===== config.mk =====
export PLATFORM = sky130hd
export DESIGN_NAME = ipc_id_slot_table_top
export DESIGN_NICKNAME = d
export VERILOG_FILES = /design/src/hw/rtl/ist_pkg.sv /design/src/hw/rtl/ist_ctrl.sv /design/src/hw/rtl/ist_datapath.sv /design/src/hw/rtl/ipc_id_slot_table_top.sv
export SDC_FILE = /design/constraint.sdc
export NUM_CORES = 2
export LEC_CHECK = 0
export ABC_CLOCK_PERIOD_IN_PS = 8850
export BUFFER_PORTS_ARGS = -buffer_cell sky130_fd_sc_hd__clkbuf_2
export CAP_MARGIN = 40
export CORE_MARGIN = 1
export CORE_UTILIZATION = 62
export CTS_CLUSTER_SIZE = 20
export DETAILED_ROUTE_END_ITERATION = 16
export PLACE_DENSITY = 0.75
export SYNTH_ARGS = -nofsm -noshare
export SYNTH_HDL_FRONTEND = slang
export SYNTH_SLANG_ARGS = --single-unit

===== constraint.sdc =====
create_clock -name clk -period 8.85 [get_ports clk]
set_input_delay 0.4425 -clock clk [delete_from_list [all_inputs] [get_ports clk]]
set_output_delay 0.4425 -clock clk [all_outputs]
set_load 0.05 [all_outputs]

===== src/hw/rtl/ist_pkg.sv =====
// shared types and constants of the ipc id slot table
`default_nettype none

package ist_pkg;

	localparam int KEY_W      = 32;
	localparam int ID_W       = 32;
	localparam int HANDLE_W   = 32;
	localparam int CMD_W      = 2;
	localparam int SLOT_OUT_W = 5;
	localparam int IPC_ID_W   = 21;
	localparam int S_TDATA_W  = 96;
	localparam int S_TUSER_W  = 2;
	localparam int M_TDATA_W  = 64;
	localparam int M_TUSER_W  = 1;
	localparam int M_PAD_W    = M_TDATA_W - (SLOT_OUT_W + IPC_ID_W + HANDLE_W);

	// steps of the remainder unit
	localparam logic [1:0] MOD_QUO_STEP  = 2'd0;
	localparam logic [1:0] MOD_SUB_STEP  = 2'd1;
	localparam logic [1:0] MOD_LAST_STEP = 2'd2;

	localparam logic STAT_OK   = 1'b0;
	localparam logic STAT_FAIL = 1'b1;

	typedef enum logic [CMD_W-1:0] {
		CMD_FIND   = 2'd0,
		CMD_ADD    = 2'd1,
		CMD_REMOVE = 2'd2,
		CMD_GET    = 2'd3
	} cmd_t;

	typedef enum logic [1:0] {
		SCAN_ZERO = 2'd0,
		SCAN_REM  = 2'd1,
		SCAN_HWM  = 2'd2
	} scan_src_t;

	typedef enum logic [2:0] {
		RES_FAIL = 3'd0,
		RES_SLOT = 3'd1,
		RES_REM  = 3'd2,
		RES_GET  = 3'd3,
		RES_ADD  = 3'd4
	} res_kind_t;

	typedef struct packed {
		logic      load_in;
		logic      mod_step;
		logic      scan_init;
		scan_src_t scan_src;
		logic      scan_step;
		logic      scan_down;
		logic      issue;
		logic      clr_wr;
		logic      rm_wr;
		logic      add_wr;
		logic      hwm_rm;
		logic      hwm_clr;
		logic      res_load;
		res_kind_t res_kind;
		logic      out_load;
	} ist_cmd_t;

	typedef struct packed {
		cmd_t cmd;
		logic id_neg;
		logic hwm_zero;
		logic mod_last;
		logic scan_hit;
		logic scan_last;
		logic clr_last;
		logic out_free;
	} ist_stat_t;

endpackage

`default_nettype wire


===== src/hw/rtl/ist_ctrl.sv =====
// sequencing state machine of the ipc id slot table
`default_nettype none

module ist_ctrl (
	input  wire logic               clk,
	input  wire logic               arst_n,
	input  wire logic               in_valid,
	output logic                    in_ready,
	input  wire ist_pkg::ist_stat_t stat,
	output ist_pkg::ist_cmd_t       cmd
);
	import ist_pkg::*;

	typedef enum logic [9:0] {
		ST_CLEAR   = 10'b00_0000_0001,
		ST_IDLE    = 10'b00_0000_0010,
		ST_PREP    = 10'b00_0000_0100,
		ST_MOD     = 10'b00_0000_1000,
		ST_POSTMOD = 10'b00_0001_0000,
		ST_SHRINK  = 10'b00_0010_0000,
		ST_SCAN    = 10'b00_0100_0000,
		ST_ADD_WR  = 10'b00_1000_0000,
		ST_ADD_ID  = 10'b01_0000_0000,
		ST_DONE    = 10'b10_0000_0000
	} state_t;

	state_t state_q, state_d;
	logic   s1_vld_q;
	logic   eval_hit, eval_last;

	assign eval_hit  = s1_vld_q && stat.scan_hit;
	assign eval_last = s1_vld_q && stat.scan_last;

	always_comb begin
		state_d  = state_q;
		cmd      = '0;
		in_ready = 1'b0;
		unique case (state_q)
			ST_CLEAR: begin
				cmd.clr_wr    = 1'b1;
				cmd.scan_step = 1'b1;
				if (stat.clr_last) begin
					state_d = ST_IDLE;
				end
			end
			ST_IDLE: begin
				in_ready = 1'b1;
				if (in_valid) begin
					cmd.load_in = 1'b1;
					state_d     = ST_PREP;
				end
			end
			ST_PREP: begin
				unique case (stat.cmd)
					CMD_FIND: begin
						if (stat.hwm_zero) begin
							cmd.res_load = 1'b1;
							cmd.res_kind = RES_FAIL;
							state_d      = ST_DONE;
						end else begin
							cmd.scan_init = 1'b1;
							cmd.scan_src  = SCAN_ZERO;
							state_d       = ST_SCAN;
						end
					end
					CMD_ADD: begin
						cmd.scan_init = 1'b1;
						cmd.scan_src  = SCAN_ZERO;
						state_d       = ST_SCAN;
					end
					CMD_REMOVE, CMD_GET: begin
						if (stat.id_neg) begin
							cmd.res_load = 1'b1;
							cmd.res_kind = RES_FAIL;
							state_d      = ST_DONE;
						end else begin
							state_d = ST_MOD;
						end
					end
				endcase
			end
			ST_MOD: begin
				cmd.mod_step = 1'b1;
				if (stat.mod_last) begin
					state_d = ST_POSTMOD;
				end
			end
			ST_POSTMOD: begin
				if (stat.cmd == CMD_GET) begin
					cmd.scan_init = 1'b1;
					cmd.scan_src  = SCAN_REM;
					state_d       = ST_SCAN;
				end else begin
					cmd.rm_wr = 1'b1;
					state_d   = ST_SHRINK;
				end
			end
			ST_SHRINK: begin
				if (stat.hwm_zero) begin
					cmd.res_load = 1'b1;
					cmd.res_kind = RES_REM;
					state_d      = ST_DONE;
				end else begin
					cmd.scan_init = 1'b1;
					cmd.scan_src  = SCAN_HWM;
					state_d       = ST_SCAN;
				end
			end
			ST_SCAN: begin
				// keep reading ahead until an evaluated slot ends the scan
				cmd.issue     = !(eval_hit || eval_last);
				cmd.scan_step = !(eval_hit || eval_last);
				cmd.scan_down = (stat.cmd == CMD_REMOVE);
				if (eval_hit) begin
					unique case (stat.cmd)
						CMD_FIND: begin
							cmd.res_load = 1'b1;
							cmd.res_kind = RES_SLOT;
							state_d      = ST_DONE;
						end
						CMD_ADD: begin
							state_d = ST_ADD_WR;
						end
						CMD_REMOVE: begin
							cmd.hwm_rm   = 1'b1;
							cmd.res_load = 1'b1;
							cmd.res_kind = RES_REM;
							state_d      = ST_DONE;
						end
						CMD_GET: begin
							cmd.res_load = 1'b1;
							cmd.res_kind = RES_GET;
							state_d      = ST_DONE;
						end
					endcase
				end else if (eval_last) begin
					cmd.res_load = 1'b1;
					state_d      = ST_DONE;
					if (stat.cmd == CMD_REMOVE) begin
						cmd.hwm_clr  = 1'b1;
						cmd.res_kind = RES_REM;
					end else begin
						cmd.res_kind = RES_FAIL;
					end
				end
			end
			ST_ADD_WR: begin
				cmd.add_wr = 1'b1;
				state_d    = ST_ADD_ID;
			end
			ST_ADD_ID: begin
				cmd.res_load = 1'b1;
				cmd.res_kind = RES_ADD;
				state_d      = ST_DONE;
			end
			ST_DONE: begin
				if (stat.out_free) begin
					cmd.out_load = 1'b1;
					state_d      = ST_IDLE;
				end
			end
			default: begin
				state_d = ST_CLEAR;
			end
		endcase
	end

	always_ff @(posedge clk or negedge arst_n) begin
		if (!arst_n) begin
			state_q  <= ST_CLEAR;
			s1_vld_q <= 1'b0;
		end else begin
			state_q  <= state_d;
			s1_vld_q <= cmd.issue;
		end
	end

endmodule

`default_nettype wire


===== src/hw/rtl/ist_datapath.sv =====
// slot memories, remainder unit, scan pointer and result registers
`default_nettype none

module ist_datapath #(
	parameter int SLOTS    = 32,
	parameter int SEQ_BITS = 16
) (
	input  wire logic                              clk,
	input  wire logic                              arst_n,
	input  wire ist_pkg::ist_cmd_t                 cmd,
	input  wire logic [ist_pkg::S_TDATA_W-1:0]     s_tdata,
	input  wire logic [ist_pkg::S_TUSER_W-1:0]     s_tuser,
	output ist_pkg::ist_stat_t                     stat,
	output logic                                   m_tvalid,
	input  wire logic                              m_tready,
	output logic [ist_pkg::M_TDATA_W-1:0]          m_tdata,
	output logic [ist_pkg::M_TUSER_W-1:0]          m_tuser
);
	import ist_pkg::*;

	localparam int IDX_W = $clog2(SLOTS);
	localparam int HWM_W = $clog2(SLOTS + 1);
	localparam int X_W   = ID_W - 1;
	localparam logic [IDX_W-1:0] LAST_SLOT = IDX_W'(SLOTS - 1);
	localparam logic [IDX_W:0]   SLOTS_EXT = (IDX_W + 1)'(SLOTS);
	localparam logic [X_W-1:0]   SLOTS_X   = X_W'(SLOTS);
	// floor(2^31 / SLOTS): quotient estimate is exact or one low
	localparam logic [X_W-1:0]   RECIP     = X_W'((64'd1 << X_W) / SLOTS);

	// input beat
	cmd_t                     cmd_q;
	logic signed [KEY_W-1:0]  key_q;
	logic [ID_W-1:0]          id_q;
	logic [HANDLE_W-1:0]      handle_q;

	// remainder by reciprocal multiply and one correction
	logic [1:0]         mod_cnt_q;
	logic [X_W-1:0]     quo_q;
	logic [2*X_W-1:0]   recip_prod;
	logic [X_W-1:0]     quo_mul, rem_diff;
	logic [IDX_W:0]     rem_wide_q;
	logic [IDX_W-1:0]   rem_q, rem_next;

	// scan pointer and high-water mark
	logic [IDX_W-1:0] scan_q;
	logic [HWM_W-1:0] hwm_q;
	logic [HWM_W-1:0] idx_plus1;

	// slot memories
	logic                    used_mem   [SLOTS];
	logic [KEY_W-1:0]        key_mem    [SLOTS];
	logic [HANDLE_W-1:0]     handle_mem [SLOTS];
	logic [SEQ_BITS-1:0]     seq_mem    [SLOTS];

	logic                    used_s1;
	logic [KEY_W-1:0]        key_s1;
	logic [HANDLE_W-1:0]     handle_s1;
	logic [SEQ_BITS-1:0]     seq_s1;
	logic [IDX_W-1:0]        idx_s1;

	logic [IDX_W-1:0]        wr_addr;
	logic                    used_we, used_wdata;
	logic                    seq_we;
	logic [SEQ_BITS-1:0]     seq_wdata, seq_inc;
	logic [SEQ_BITS-1:0]     seq_new_q;

	logic                    hit, last;

	// result staging and output beat
	logic                    res_status_d;
	logic [SLOT_OUT_W-1:0]   res_slot_d;
	logic [IPC_ID_W-1:0]     res_id_d;
	logic [HANDLE_W-1:0]     res_handle_d;
	logic                    res_status_q;
	logic [SLOT_OUT_W-1:0]   res_slot_q;
	logic [IPC_ID_W-1:0]     res_id_q;
	logic [HANDLE_W-1:0]     res_handle_q;
	logic [IPC_ID_W-1:0]     id_calc;
	logic [SLOT_OUT_W-1:0]   slot_s1_out, slot_rem_out;

	logic                    out_valid_q;
	logic                    out_status_q;
	logic [SLOT_OUT_W-1:0]   out_slot_q;
	logic [IPC_ID_W-1:0]     out_id_q;
	logic [HANDLE_W-1:0]     out_handle_q;

	always_ff @(posedge clk) begin
		if (cmd.load_in) begin
			cmd_q    <= cmd_t'(s_tuser[CMD_W-1:0]);
			key_q    <= s_tdata[KEY_W-1:0];
			handle_q <= s_tdata[KEY_W+ID_W +: HANDLE_W];
		end
	end

	// id is non-negative here: quotient estimate, subtract, final correction
	assign recip_prod = id_q[X_W-1:0] * RECIP;
	assign quo_mul    = quo_q * SLOTS_X;
	assign rem_diff   = id_q[X_W-1:0] - quo_mul;
	assign rem_next   = (rem_wide_q >= SLOTS_EXT) ? IDX_W'(rem_wide_q - SLOTS_EXT)
		: IDX_W'(rem_wide_q);

	always_ff @(posedge clk or negedge arst_n) begin
		if (!arst_n) begin
			mod_cnt_q  <= '0;
			id_q       <= '0;
			quo_q      <= '0;
			rem_wide_q <= '0;
			rem_q      <= '0;
		end else if (cmd.load_in) begin
			mod_cnt_q <= '0;
			id_q      <= s_tdata[KEY_W +: ID_W];
		end else if (cmd.mod_step) begin
			mod_cnt_q <= mod_cnt_q + 2'd1;
			unique case (mod_cnt_q)
				MOD_QUO_STEP: quo_q      <= recip_prod[2*X_W-1:X_W];
				MOD_SUB_STEP: rem_wide_q <= rem_diff[IDX_W:0];
				default:      rem_q      <= rem_next;
			endcase
		end
	end

	always_ff @(posedge clk or negedge arst_n) begin
		if (!arst_n) begin
			scan_q <= '0;
		end else if (cmd.scan_init) begin
			unique case (cmd.scan_src)
				SCAN_ZERO: scan_q <= '0;
				SCAN_REM:  scan_q <= rem_q;
				SCAN_HWM:  scan_q <= IDX_W'(hwm_q - 1'b1);
				default:   scan_q <= '0;
			endcase
		end else if (cmd.scan_step) begin
			if (cmd.scan_down) begin
				if (scan_q != '0) begin
					scan_q <= scan_q - 1'b1;
				end
			end else if (scan_q != LAST_SLOT) begin
				scan_q <= scan_q + 1'b1;
			end
		end
	end

	assign idx_plus1 = HWM_W'(idx_s1) + 1'b1;

	always_ff @(posedge clk or negedge arst_n) begin
		if (!arst_n) begin
			hwm_q <= '0;
		end else if (cmd.hwm_clr) begin
			hwm_q <= '0;
		end else if (cmd.hwm_rm) begin
			hwm_q <= idx_plus1;
		end else if (cmd.add_wr && (idx_plus1 > hwm_q)) begin
			hwm_q <= idx_plus1;
		end
	end

	// write port
	assign seq_inc = seq_s1 + 1'b1;

	always_comb begin
		if (cmd.clr_wr) begin
			wr_addr = scan_q;
		end else if (cmd.rm_wr) begin
			wr_addr = rem_q;
		end else begin
			wr_addr = idx_s1;
		end
	end

	assign used_we    = cmd.clr_wr || cmd.rm_wr || cmd.add_wr;
	assign used_wdata = cmd.add_wr;
	assign seq_we     = cmd.clr_wr || cmd.add_wr;
	assign seq_wdata  = cmd.add_wr ? seq_inc : '0;

	always_ff @(posedge clk) begin
		if (used_we) begin
			used_mem[wr_addr] <= used_wdata;
		end
		if (seq_we) begin
			seq_mem[wr_addr] <= seq_wdata;
		end
		if (cmd.add_wr) begin
			key_mem[wr_addr]    <= key_q;
			handle_mem[wr_addr] <= handle_q;
			seq_new_q           <= seq_inc;
		end
	end

	// registered read port
	always_ff @(posedge clk) begin
		if (cmd.issue) begin
			used_s1   <= used_mem[scan_q];
			key_s1    <= key_mem[scan_q];
			handle_s1 <= handle_mem[scan_q];
			seq_s1    <= seq_mem[scan_q];
			idx_s1    <= scan_q;
		end
	end

	always_comb begin
		unique case (cmd_q)
			CMD_FIND: begin
				hit  = used_s1 && (key_s1 == key_q);
				last = (idx_plus1 == hwm_q);
			end
			CMD_ADD: begin
				hit  = !used_s1;
				last = (idx_s1 == LAST_SLOT);
			end
			CMD_REMOVE: begin
				hit  = used_s1;
				last = (idx_s1 == '0);
			end
			CMD_GET: begin
				hit  = used_s1;
				last = 1'b1;
			end
			default: begin
				hit  = 1'b0;
				last = 1'b1;
			end
		endcase
	end

	// result staging
	assign slot_s1_out  = SLOT_OUT_W'({{SLOT_OUT_W{1'b0}}, idx_s1});
	assign slot_rem_out = SLOT_OUT_W'({{SLOT_OUT_W{1'b0}}, rem_q});
	assign id_calc = IPC_ID_W'(seq_new_q) * IPC_ID_W'(SLOTS) + IPC_ID_W'(idx_s1);

	always_comb begin
		res_status_d = STAT_OK;
		res_slot_d   = '0;
		res_id_d     = '0;
		res_handle_d = '0;
		unique case (cmd.res_kind)
			RES_FAIL: res_status_d = STAT_FAIL;
			RES_SLOT: res_slot_d   = slot_s1_out;
			RES_REM:  res_slot_d   = slot_rem_out;
			RES_GET: begin
				res_slot_d   = slot_s1_out;
				res_handle_d = handle_s1;
			end
			RES_ADD: begin
				res_slot_d = slot_s1_out;
				res_id_d   = id_calc;
			end
			default: res_status_d = STAT_FAIL;
		endcase
	end

	always_ff @(posedge clk) begin
		if (cmd.res_load) begin
			res_status_q <= res_status_d;
			res_slot_q   <= res_slot_d;
			res_id_q     <= res_id_d;
			res_handle_q <= res_handle_d;
		end
	end

	// output register
	always_ff @(posedge clk or negedge arst_n) begin
		if (!arst_n) begin
			out_valid_q <= 1'b0;
		end else if (cmd.out_load) begin
			out_valid_q <= 1'b1;
		end else if (m_tready) begin
			out_valid_q <= 1'b0;
		end
	end

	always_ff @(posedge clk) begin
		if (cmd.out_load) begin
			out_status_q <= res_status_q;
			out_slot_q   <= res_slot_q;
			out_id_q     <= res_id_q;
			out_handle_q <= res_handle_q;
		end
	end

	assign m_tvalid = out_valid_q;
	assign m_tdata  = {{M_PAD_W{1'b0}}, out_handle_q, out_id_q, out_slot_q};
	assign m_tuser  = out_status_q;

	always_comb begin
		stat           = '0;
		stat.cmd       = cmd_q;
		stat.id_neg    = id_q[ID_W-1];
		stat.hwm_zero  = (hwm_q == '0);
		stat.mod_last  = (mod_cnt_q == MOD_LAST_STEP);
		stat.scan_hit  = hit;
		stat.scan_last = last;
		stat.clr_last  = (scan_q == LAST_SLOT);
		stat.out_free  = !out_valid_q || m_tready;
	end

endmodule

`default_nettype wire


===== src/hw/rtl/ipc_id_slot_table_top.sv =====
// top level of the ipc id slot table
//
// ipc id slot table: a table of SLOTS entries (used flag, key, object handle,
// SEQ_BITS-bit sequence) with a high-water mark, driven by one command beat
// at a time and answering each with exactly one result beat. All per-slot
// state lives in memories with one write port and one registered read port,
// so every search walks the slots at one per cycle. Find scans up from slot 0
// and misses at the high-water mark; a find on an empty table fails without
// a scan. Add takes the lowest free slot and fails when the table is full.
// Get reads the slot of the id; remove frees that slot and then shrinks the
// mark over the trailing free slots. Remove and get first reduce the id
// modulo SLOTS with a reciprocal multiply, a subtract and one correction; a
// negative id fails. Only one command is in flight, but the result register
// lets the next command beat be taken while the previous result still waits.
// After reset the block runs a clearing pass over the used flags and
// sequences of every slot before it takes its first command beat.
`default_nettype none

module ipc_id_slot_table_top #(
	parameter int SLOTS    = 32,
	parameter int SEQ_BITS = 16
) (
	input  wire logic                          clk,
	input  wire logic                          arst_n,
	// command side
	input  wire logic                          s_axis_tvalid,
	output logic                               s_axis_tready,
	// key [31:0], id [63:32], object_handle [95:64]
	input  wire logic [ist_pkg::S_TDATA_W-1:0] s_axis_tdata,
	// command [1:0]
	input  wire logic [ist_pkg::S_TUSER_W-1:0] s_axis_tuser,
	// result side
	output logic                               m_axis_tvalid,
	input  wire logic                          m_axis_tready,
	// slot_index [4:0], ipc_id [25:5], object_handle_out [57:26], zeros [63:58]
	output logic [ist_pkg::M_TDATA_W-1:0]      m_axis_tdata,
	// status [0]
	output logic [ist_pkg::M_TUSER_W-1:0]      m_axis_tuser
);
	import ist_pkg::*;

	ist_cmd_t  cmd;
	ist_stat_t stat;

	// sequencer: walks each command through remainder, scan and write steps
	ist_ctrl u_ctrl (
		.clk      (clk),
		.arst_n   (arst_n),
		.in_valid (s_axis_tvalid),
		.in_ready (s_axis_tready),
		.stat     (stat),
		.cmd      (cmd)
	);

	// slot memories, scan pointer, high-water mark and result beat
	ist_datapath #(
		.SLOTS    (SLOTS),
		.SEQ_BITS (SEQ_BITS)
	) u_datapath (
		.clk      (clk),
		.arst_n   (arst_n),
		.cmd      (cmd),
		.s_tdata  (s_axis_tdata),
		.s_tuser  (s_axis_tuser),
		.stat     (stat),
		.m_tvalid (m_axis_tvalid),
		.m_tready (m_axis_tready),
		.m_tdata  (m_axis_tdata),
		.m_tuser  (m_axis_tuser)
	);

endmodule

`default_nettype wire


==> results by stage <==
Clock tree:
- The clock root buffer is sky130_fd_sc_hd__clkbuf_16.
- The clock net in this run drives a total of 2,919 sinks.
- The level count of the clock H-tree is 5.
- TritonCTS built the clock tree.
- The later pin in the worst-skew pair is clocked with a latency of 0.94 ns.
- The clock passes through at most 4 buffers.
- The clock-pin slew of the registers on the worst-case setup and hold paths is 0.06 ns.
- The number of buffers created by CTS is 291.
- The number of cells upsized or downsized after cts is 0.

Finish:
- The area added between synthesis and finish is 14.2%.
- The number of nets in the layout is 5,234.
- The final cell count without fillers is 7,645.
- The share of layout cells above drive strength 1 is 32.8%.
- The final cell utilization of the core is 71.6%.

Synthesis:
- The count of yosys warnings during synthesis is 0.
- The cell type with the highest aggregate area in the netlist is sky130_fd_sc_hd__edfxtp_1.
- After synthesis, the largest area contributor takes up 77.8% of total cell area.
- Among all flip-flop cells after synthesis, the most frequent one is sky130_fd_sc_hd__edfxtp_1.
- Counting flops with an async set or reset pin after synthesis yields a share of 1.40%.
- Averaged over all synthesized cells, the footprint is 24.1 sq um.
- Sorting the synthesized cells by area gives the leading types as sky130_fd_sc_hd__edfxtp_1 78%, sky130_fd_sc_hd__mux4_2 16%, sky130_fd_sc_hd__mux2_2 0.95%.
- After synthesis, flip-flops and latches occupy 78.7% of the total area.
- The netlist area before placement is 0.111 sq mm.
- After synthesis the netlist holds a flip-flop and latch count of 2,919.
- Yosys mapped a number of flops with a built-in enable equal to 2,878.
- Synthesis produced 4,613 cells.
- In this run, distinct cell masters in the synthesized netlist total 72.

Worst hold path:
- The worst hold path belongs to the class in -> async.

Flow run:
- Across the run, the number of max-cap violations was 0.

Route:
- The via density per instance is 6.94.
- The wire length after detailed routing is 271 mm.
- The detailed-routing iteration count for the pre-antenna-repair pass is 6.
- The count of nets left with antenna violations once routing finished came out at 0.
- Summing over every cut layer, the via total after detailed routing is 53,100.
- In the routed design, unresolved DRC markers number 0.
- The DRC marker count from the first detailed-route iteration is 6,889.
- Dividing the detail-routed wire length by the instance count gives 35.5 um.

STA:
- Setup repair after global routing left no endpoint under its margin.
- The final number of hold-violating endpoints was 0.
- At the pin with the least slew margin, the transition time is 1.24 ns.
- Dividing the final minimum period by the clock period gives 59.7%.
- The clock period minus final worst setup slack is 5.28 ns.
- Setup violations remaining at the end of the flow were counted as 0.
- The relative slew slack is 17.4%.
- The final clock skew is 0.0723 ns.
- The number of max-slew violations in the final report is 0.
- The post-route setup TNS is 0 ns.
- Static timing analysis puts the maximum clock frequency at 0.189 GHz.

Setup path:
- The required time of the critical path is 9.35 ns.
- The launch point of the worst reg-to-reg path is u_datapath.key_q[25].
- For flop-to-flop paths, the worst setup slack is 3.57 ns.
- The kind of start point of the critical path is a register.
- The endpoint identified for the worst register-to-register timing path is u_datapath.res_handle_q[17].
- Along the worst path, the maximum fanout reaches 58.
- Data arrives at the worst endpoint at 5.78 ns.
- The depth of the worst register-to-register path is 8.
- STA classifies the critical path endpoint as a register.
- The critical path is of the reg -> reg type.

Global route:
- The global-route total usage across every layer is 30.1%.
- The number of global-route vias before repair is 54,100.
- The first global-routing pass estimated 382 mm of wire.
- For this run the aggregate overflow at the end of global routing stands at 0.
- The number of antenna violations at the first check in global routing is 1.
- The pin count of the biggest net entering global routing is 144.

Floorplanning:
- The overall die width is 425 um.
- In this run the core area contains 154 standard-cell rows.
- The area of the placeable core is 0.177 sq mm.
- From bottom edge to top edge, the die measures 425 um.
- The effective utilization at floorplan is 62.7%.
- Pin placement for this block handled 169 I/O pins.
- The die covers 0.181 sq mm.

Power:
- Summed over all cells, the static leakage comes to 40.1 nW.
- IR analysis of the VDD net gives a maximum drop of 0.258 mV.
- The total power density per cell area is 283 mW/mm^2.

Place:
- The total placed cells including tap cells is 7,053.
- The routability congestion estimate is 0.796.
- Once detailed placement completed, the half-perimeter wirelength came to 127 mm.
- The number of port buffers is 136.

Status:
- The flow ran to the end, and the final reports show no timing, DRC or antenna violations.
[worst max-delay path, stage by stage (launching register included)]
cell and delay, ns:
sky130_fd_sc_hd__edfxtp_1 1.03, sky130_fd_sc_hd__xor2_1 0.30, sky130_fd_sc_hd__nor4_1 0.64, sky130_fd_sc_hd__nand4_1 0.59
sky130_fd_sc_hd__o31ai_2 0.65, sky130_fd_sc_hd__and2_1 0.31, sky130_fd_sc_hd__mux2_2 0.38, sky130_fd_sc_hd__o21ai_4 0.17
sky130_fd_sc_hd__buf_4 0.69
[metal layers]
layer  vias up  wire [um]  track usage [%]
met1     28000      96000             40.5
met5         -          0                0
li1      20600          -                -
met2      3772     138000             50.0
met3       688      26500             5.44
met4         0      10500             10.7
[metrics by stage]
step | hold slack, ns | cell area, sq um | total power [mW] | worst slack, ns
after floorplan | 0.147 | 111000 | 21.8 | 1.87
after global placement | 0.400 | 115000 | 23.5 | 3.53
after detailed placement | 0.405 | 116000 | 23.7 | 3.59
after CTS | 0.127 | 126000 | 35.9 | 3.60
after global routing | 0.202 | 127000 | 36.8 | 3.34
final | 0.170 | 127000 | 35.8 | 3.57
[cells in the mapped netlist (3+ instances only)]
| cell type | n |
|---|---|
| sky130_fd_sc_hd__edfxtp_1 | 2878 |
| sky130_fd_sc_hd__mux4_2 | 810 |
| sky130_fd_sc_hd__clkbuf_1 | 146 |
| sky130_fd_sc_hd__nor2_1 | 128 |
| sky130_fd_sc_hd__mux2_2 | 94 |
| sky130_fd_sc_hd__and2_1 | 71 |
| sky130_fd_sc_hd__nand2_1 | 55 |
| sky130_fd_sc_hd__buf_1 | 50 |
| sky130_fd_sc_hd__dfrtp_1 | 40 |
| sky130_fd_sc_hd__xor2_1 | 35 |
| sky130_fd_sc_hd__inv_1 | 33 |
| sky130_fd_sc_hd__nand3_1 | 32 |
| sky130_fd_sc_hd__ha_1 | 24 |
| sky130_fd_sc_hd__xnor2_1 | 20 |
| sky130_fd_sc_hd__buf_2 | 17 |
| sky130_fd_sc_hd__o21ai_0 | 17 |
| sky130_fd_sc_hd__nor4_1 | 15 |
| sky130_fd_sc_hd__a21oi_1 | 12 |
| sky130_fd_sc_hd__nor3_1 | 10 |
| sky130_fd_sc_hd__a21o_1 | 8 |
| sky130_fd_sc_hd__nand4_1 | 8 |
| sky130_fd_sc_hd__buf_4 | 7 |
| sky130_fd_sc_hd__and3_1 | 6 |
| sky130_fd_sc_hd__nand3_2 | 6 |
| sky130_fd_sc_hd__o31ai_1 | 6 |
| sky130_fd_sc_hd__mux2i_1 | 5 |
| sky130_fd_sc_hd__nand4b_1 | 5 |
| sky130_fd_sc_hd__nor2b_1 | 5 |
| sky130_fd_sc_hd__o21a_1 | 5 |
| sky130_fd_sc_hd__o2bb2ai_1 | 5 |
| sky130_fd_sc_hd__a22oi_1 | 4 |
| sky130_fd_sc_hd__a211oi_1 | 3 |
| sky130_fd_sc_hd__and3_2 | 3 |
| sky130_fd_sc_hd__o311a_1 | 3 |
[what timing repair did]
action                     CTS  global route
hold buffers                75             0
buffers inserted             0             0
hold endpoints to repair   117             0
setup endpoints to repair    0             0
[report_power, final]
part,switching [mW],internal (mW)
Combinational,3.79,3.95
Clock,5.14,7.06
Sequential,0.319,15.6
Total,9.25,26.6
[how the worst max path moves through the flow]
stage / cells past startpoint / end / start / slack, ns
finish: 8 / u_datapath.res_handle_q[17] / u_datapath.key_q[25] / 3.57
global route: 6 / u_datapath.key_s1[11] / u_datapath.scan_q[0] / 3.34
CTS: 9 / u_datapath.key_mem[31][11] / u_ctrl.state_q[7] / 3.60
detailed placement: 6 / u_datapath.key_s1[10] / u_datapath.scan_q[0] / 3.59
global placement: 8 / u_datapath.key_mem[8][11] / u_ctrl.state_q[7] / 3.53
floorplan: 9 / u_datapath.res_handle_q[0] / u_datapath.idx_s1[0] / 1.87
[area by class of cell]
| type | count | area, sq um |
|---|---|---|
| diodes | 2 | 5.00 |
| clock buffers | 336 | 7660 |
| clock inverters | 153 | 1530 |
| fillers | 9478 | 50300 |
| inverters | 34 | 130 |
| multi-input cells | 1444 | 23000 |
| flip-flops and latches | 2919 | 87500 |
| well taps | 2340 | 2930 |
| repair buffers | 417 | 4130 |
[flip-flops by register name, summed over array words and instances (netlist names), 6 cells and up]
signal / flops
u_datapath.key_q: 32
u_datapath.used_mem: 32
u_datapath.out_id_q: 21
u_datapath.seq_s1: 16
u_datapath.key_mem: 1024
u_datapath.handle_mem: 1024
u_datapath.hwm_q: 6
u_datapath.id_q: 6
u_datapath.out_handle_q: 32
u_datapath.res_id_q: 21
u_datapath.key_s1: 32
u_datapath.res_handle_q: 32
u_datapath.seq_mem: 512
u_datapath.seq_new_q: 16
u_datapath.handle_s1: 32
u_ctrl.state_q: 10
u_datapath.handle_q: 32
[placed cells by master, fill, tap and decap left out, types with 8 or more instances in the layout]
master                          instances
sky130_fd_sc_hd__nor2_4                33
sky130_fd_sc_hd__dfrtp_1               35
sky130_fd_sc_hd__nor2_2                15
sky130_fd_sc_hd__nand2_1               55
sky130_fd_sc_hd__buf_12                24
sky130_fd_sc_hd__ha_1                  24
sky130_fd_sc_hd__clkbuf_2             136
sky130_fd_sc_hd__bufinv_16             30
sky130_fd_sc_hd__buf_4                125
sky130_fd_sc_hd__edfxtp_1            2878
sky130_fd_sc_hd__nand3_1               32
sky130_fd_sc_hd__buf_8                 21
sky130_fd_sc_hd__dlygate4sd3_1         75
sky130_fd_sc_hd__mux2_2                94
sky130_fd_sc_hd__clkbuf_1              33
sky130_fd_sc_hd__xor2_1                35
sky130_fd_sc_hd__xnor2_1               20
sky130_fd_sc_hd__inv_1                 32
sky130_fd_sc_hd__and2_1                71
sky130_fd_sc_hd__nor3_1                10
sky130_fd_sc_hd__buf_16                32
sky130_fd_sc_hd__clkinvlp_4            13
sky130_fd_sc_hd__mux4_2               810
sky130_fd_sc_hd__a21o_1                 8
sky130_fd_sc_hd__o21ai_0               16
sky130_fd_sc_hd__nand4_1                8
sky130_fd_sc_hd__nor4_1                15
sky130_fd_sc_hd__clkbuf_16            302
sky130_fd_sc_hd__clkinv_1              47
sky130_fd_sc_hd__nor2_1                80
sky130_fd_sc_hd__clkinv_2              52
sky130_fd_sc_hd__a21oi_1               12
[kinds of logic after synthesis]
| logic type | Yosys count | share of synthesized area [%] |
|---|---|---|
| simple gates | 371 | 1.74 |
| fa+ha+maj | 25 | 0.288 |
| compound gates | 78 | 0.489 |
| xor+xnor | 55 | 0.434 |
| buf+inv | 255 | 0.911 |
| mux | 909 | 17.4 |
| flops | 2919 | 78.7 |
| other cells | 1 | 0.00338 |
No activity file was read; power rests on OpenSTA's default activity.
